## src/rtl/core/mep_pkg.sv

```systemverilog
// Package for the Mandelbrot escape-time pixel unit.
// Holds field widths, register indexes and reset values, and the controller types.
// No dependencies.
package mep_pkg;

    localparam int ROW_W      = 12;
    localparam int COL_W      = 13;
    localparam int COUNT_W    = 16;
    localparam int GREY_W     = 8;
    localparam int Q_W        = 32;
    localparam int STEP_W     = 28;
    localparam int FRAC_BITS  = 27;
    localparam int CFG_IDX_W  = 3;
    localparam int CFG_DATA_W = 32;
    localparam int SQ_W       = 36;
    localparam int CLAMP_W    = 17;

    localparam int MAX_COLUMNS_DEF = 8192;
    localparam int MAX_ROWS_DEF    = 4096;

    localparam logic [CFG_IDX_W-1:0] REG_LEFT_EDGE  = 3'd0;
    localparam logic [CFG_IDX_W-1:0] REG_TOP_EDGE   = 3'd1;
    localparam logic [CFG_IDX_W-1:0] REG_STEP_X     = 3'd2;
    localparam logic [CFG_IDX_W-1:0] REG_STEP_Y     = 3'd3;
    localparam logic [CFG_IDX_W-1:0] REG_ITER_LIMIT = 3'd4;

    localparam logic signed [Q_W-1:0] LEFT_EDGE_RST  = -32'sd369098752;
    localparam logic signed [Q_W-1:0] TOP_EDGE_RST   = 32'sd134217728;
    localparam logic [STEP_W-1:0]     STEP_X_RST     = 28'd67117;
    localparam logic [STEP_W-1:0]     STEP_Y_RST     = 28'd67125;
    localparam logic [COUNT_W-1:0]    ITER_LIMIT_RST = 16'd255;

    localparam logic [GREY_W-1:0]  GREY_FULL = 8'hFF;
    localparam logic [SQ_W:0]      MAG_LIMIT = 37'h0_2000_0000;

    typedef enum logic [2:0] {
        S_IDLE,
        S_CMUL,
        S_CADD,
        S_UPD,
        S_MUL,
        S_DONE
    } t_state;

    typedef struct packed {
        logic load_pix;
        logic calc_c;
        logic load_c;
        logic step;
        logic mult;
        logic load_out;
    } t_dp_cmd;

    typedef struct packed {
        logic cont;
        logic out_free;
    } t_dp_sts;

endpackage

```

## src/rtl/core/mep_ctrl.sv

```systemverilog
// Controller state machine of the Mandelbrot escape-time pixel unit.
// Sequences set-up, iteration and result hand-off; depends on mep_pkg.
module mep_ctrl (
    input  logic             i_clk,
    input  logic             i_rst_n,
    input  logic             i_pix_valid,
    output logic             o_pix_ready,
    input  mep_pkg::t_dp_sts i_sts,
    output mep_pkg::t_dp_cmd o_cmd
);
    import mep_pkg::*;

    t_state r_state;
    t_state n_state;

    always_ff @(posedge i_clk) begin
        if (!i_rst_n) begin
            r_state <= S_IDLE;
        end else begin
            r_state <= n_state;
        end
    end

    always_comb begin
        n_state = r_state;
        case (r_state)
            S_IDLE: begin
                if (i_pix_valid) begin
                    n_state = S_CMUL;
                end
            end
            S_CMUL: n_state = S_CADD;
            S_CADD: n_state = S_UPD;
            S_UPD: begin
                n_state = i_sts.cont ? S_MUL : S_DONE;
            end
            S_MUL: n_state = S_UPD;
            S_DONE: begin
                if (i_sts.out_free) begin
                    n_state = S_IDLE;
                end
            end
            default: n_state = S_IDLE;
        endcase
    end

    always_comb begin
        o_cmd       = '0;
        o_pix_ready = 1'b0;
        case (r_state)
            S_IDLE: begin
                o_pix_ready    = 1'b1;
                o_cmd.load_pix = i_pix_valid;
            end
            S_CMUL: o_cmd.calc_c = 1'b1;
            S_CADD: o_cmd.load_c = 1'b1;
            S_UPD:  o_cmd.step   = i_sts.cont;
            S_MUL:  o_cmd.mult   = 1'b1;
            S_DONE: o_cmd.load_out = i_sts.out_free;
            default: o_cmd = '0;
        endcase
    end

endmodule

```

## config.mk

```make
export PLATFORM = sky130hd
export DESIGN_NAME = mep_ctrl
export DESIGN_NICKNAME = d
export VERILOG_FILES = /design/src/rtl/core/mep_pkg.sv /design/src/rtl/core/mep_ctrl.sv
export SDC_FILE = /design/constraint.sdc
export NUM_CORES = 1
export LEC_CHECK = 0
export BUFFER_PORTS_ARGS = -buffer_cell sky130_fd_sc_hd__buf_4
export CORE_AREA = 4 4 41 43
export DETAILED_ROUTE_END_ITERATION = 16
export DIE_AREA = 0 0 45 47
export PLACE_DENSITY = 0.46
export SETUP_SLACK_MARGIN = 0.2
export SYNTH_ARGS = -nofsm -noshare
export SYNTH_HDL_FRONTEND = slang
export SYNTH_SLANG_ARGS = --single-unit
```

## constraint.sdc

```tcl
create_clock -name i_clk -period 2.15 [get_ports i_clk]
set_clock_uncertainty 0.05 [all_clocks]
set_input_delay 0.1075 -clock i_clk [delete_from_list [all_inputs] [get_ports i_clk]]
set_output_delay 0.1075 -clock i_clk [all_outputs]
set_load 0.02 [all_outputs]
```

==> flow_summary.json <==
{
  "row_count": 13,
  "synth_seq_cells": 3,
  "intPower_mw": 0.1816,
  "globalRouteOverflowTotal": 0,
  "slowest_delay_ns": 0.37,
  "placed_area_sq_um": 285.3,
  "cts_buffers": 3,
  "routedWlPerCell_um": 9.037,
  "slowest_stage": "dfxtp_1",
  "power_density_nw_per_um2": 872.5,
  "cts_max_path_buffers": 2,
  "grt_pass1_vias": 191,
  "ant_nets": 0,
  "p_leak_nw": 0.1405,
  "ff_latch_area_sq_um": 60.06,
  "syn_nets": 30,
  "htree_levels": 1,
  "design_area_sq_um": 311.5,
  "switching_share_pct": 33.21,
  "n_antenna_cell": 0,
  "status": "completed",
  "clock.fmax_ghz": 0.7715,
  "largest_register_ffs": 3,
  "grt_pass1_wl_um": 765,
  "synth-edff-count": 0,
  "ys_seq_area_share_pct": 31.79,
  "ir_drop_uv": 392.4,
  "synth_cells": 25,
  "reg.largest.list": "r_state x3",
  "nFillCells": 163,
  "finalCriticalPeriod_ns": 1.296,
  "crit_path_end_kind": "primary output",
  "finalCritPeriodShare_pct": 60.29,
  "drcViolationCount": 0,
  "tns_ns": 0,
  "synth_top_cells_by_count": "nor2_1 (5), dfxtp_1 (3), nand2_1 (2), nand2b_2 (2)",
  "synth-main-ff-cell": "dfxtp_1",
  "avgSynthCellArea_sq_um": 7.557,
  "place.gp.congestion": 0.6959,
  "crit_required_ns": 1.99,
  "cp_cell_sequence": "nor3_1 -> and2_1 -> buf_4",
  "drive_gt1_share_pct": 43.59,
  "clock-sinks": 3,
  "cts-root-buf": "clkbuf_4",
  "critPathMaxFanout": 9,
  "clk_pin_slew_ns": 0.04,
  "seq_power_share_pct": 28.9,
  "yosysMostFrequentCell": "nor2_1",
  "dieHeight_um": 47,
  "die_x_um": 45,
  "post_cts_buffers": 0,
  "vias": 209,
  "p_sw_mw": 0.09026,
  "syn_area_sq_um": 188.9,
  "rsz0062_at_grt": "no",
  "ctsResizeCount": 0,
  "ys_async_sr_fraction_pct": 0,
  "start_util_pct": 14.52,
  "grtUsageTotal_pct": 5.450,
  "antenna_found_initial": 0,
  "arrival_ns": 1.14,
  "drtPass1Iterations": 2,
  "areaGrowthSynthToFinish_pct": 64.90,
  "cts_hold_buf": 0,
  "synth_top_cell_by_area": "dfxtp_1",
  "maxCapViolCount": 0,
  "first_iter_violations": 1,
  "yosysUniqueCellTypes": 17,
  "synth_top_area_share_pct": 31.79,
  "crit_type": "reg -> out",
  "io_pins": 12,
  "multiInputGateArea_sq_um": 120.1,
  "largest-register": "r_state",
  "synth_area_leaders": "dfxtp_1 (32%), nor2_1 (9.9%), nand2b_2 (9.3%)",
  "yosys_warnings": 0,
  "slew_viol_final": 0,
  "relSlewSlack_pct": 82.84,
  "worst-slew-pin-transition_ns": 0.2571,
  "hold_violations": 0,
  "p_clk_share_pct": 35.7,
  "final_core_util_pct": 23.94,
  "port_buffers": 11,
  "clk_latency_ns": 0.23,
  "nNetsFinal": 45,
  "die_area_sq_um": 2115,
  "hold_class": "in -> reg",
  "vias_per_cell": 3.870,
  "power_mw": 0.2718,
  "post-dp-hpwl_um": 379.2,
  "setup_violations": 0,
  "start_kind": "flop",
  "comb_power_share_pct": 35.5,
  "grt_max_degree": 10,
  "cts_tree": "yes",
  "wirelength_um": 488,
  "fp.coreArea_sq_um": 1301
}
## logic make-up after synthesis
| kind of cell | Yosys count | synth area share, % |
|---|---|---|
| simple gates | 15 | 46.37 |
| compound gates | 5 | 17.21 |
| flops | 3 | 31.79 |
| buf+inv | 2 | 4.631 |
## critical path: cells and delay by family, from the launching register on
kind | cells | cell delay [ns]
AND/OR/NAND/NOR | 2 | 0.40
buffers and inverters | 1 | 0.13
flip-flops | 1 | 0.37
## layout by cell type (no fill, tap or decap), drive strengths merged
| cell type | n |
|---|---|
| clkbuf | 4 |
| nor3b | 2 |
| nor2b | 1 |
| nor3 | 1 |
| o21a | 1 |
| nor2 | 5 |
| a21oi | 1 |
| a32o | 1 |
| o21ai | 2 |
| buf | 11 |
| nand2b | 2 |
| and3 | 1 |
| inv | 1 |
| and2 | 1 |
| dfxtp | 3 |
| nand2 | 2 |
## cell type report
type | count | area share, %
clock buffer | 4 | 8.434
inverter | 1 | 1.205
multi-input combinational | 20 | 38.55
sequential | 3 | 19.28
tap | 15 | 6.024
timing repair buffer | 11 | 26.51
## metal layers
| layer | global-route usage (%) | vias up | wire length [um] | part of all wire [%] |
|---|---|---|---|---|
| met5 | 0 | - | 0 | 0 |
| met4 | 5.263 | 0 | 0 | 0 |
| met3 | 3.831 | 0 | 58 | 12 |
| met2 | 7.345 | 10 | 200 | 41 |
| met1 | 5.455 | 86 | 230 | 47 |
| li1 | - | 113 | - | - |
## per-stage QoR
| step | worst slack (ns) | std cells | hold WS (ns) |
|---|---|---|---|
| global placement | 1.076 | 50 | 0.2941 |
| finish | 0.8539 | 54 | 0.05629 |
| CTS | 0.8286 | 54 | 0.04933 |
| global route | 0.7118 | 54 | 0.05386 |
| floorplan | 0.6982 | 25 | 0.1750 |
| detailed placement | 1.079 | 50 | 0.2940 |
## power by group through the flow
stage | combinational (mW) | sequential [mW] | clock, mW
2_1_floorplan | 0.0673 | 0.0707 | 0
3_3_place_gp | 0.0977 | 0.0801 | 0
3_5_place_dp | 0.0980 | 0.0795 | 0
4_1_cts | 0.0979 | 0.0786 | 0.103
5_1_grt | 0.106 | 0.0808 | 0.112
6_report | 0.0964 | 0.0784 | 0.0970
## path summary, 6_finish.rpt
check / from / depth (start not counted) / slack, ns / to
setup / recovery: r_state[0]$_SDFFE_PN0P_ / 3 / 0.85 / o_cmd[5]
hold / removal: i_rst_n / 2 / 0.06 / r_state[1]$_SDFFE_PN0P_
setup reg to reg: r_state[2]$_SDFFE_PN0P_ / 3 / 1.10 / r_state[1]$_SDFFE_PN0P_
hold reg to reg: r_state[0]$_SDFFE_PN0P_ / 1 / 0.54 / r_state[2]$_SDFFE_PN0P_
Power figures use the tool's default switching activity.
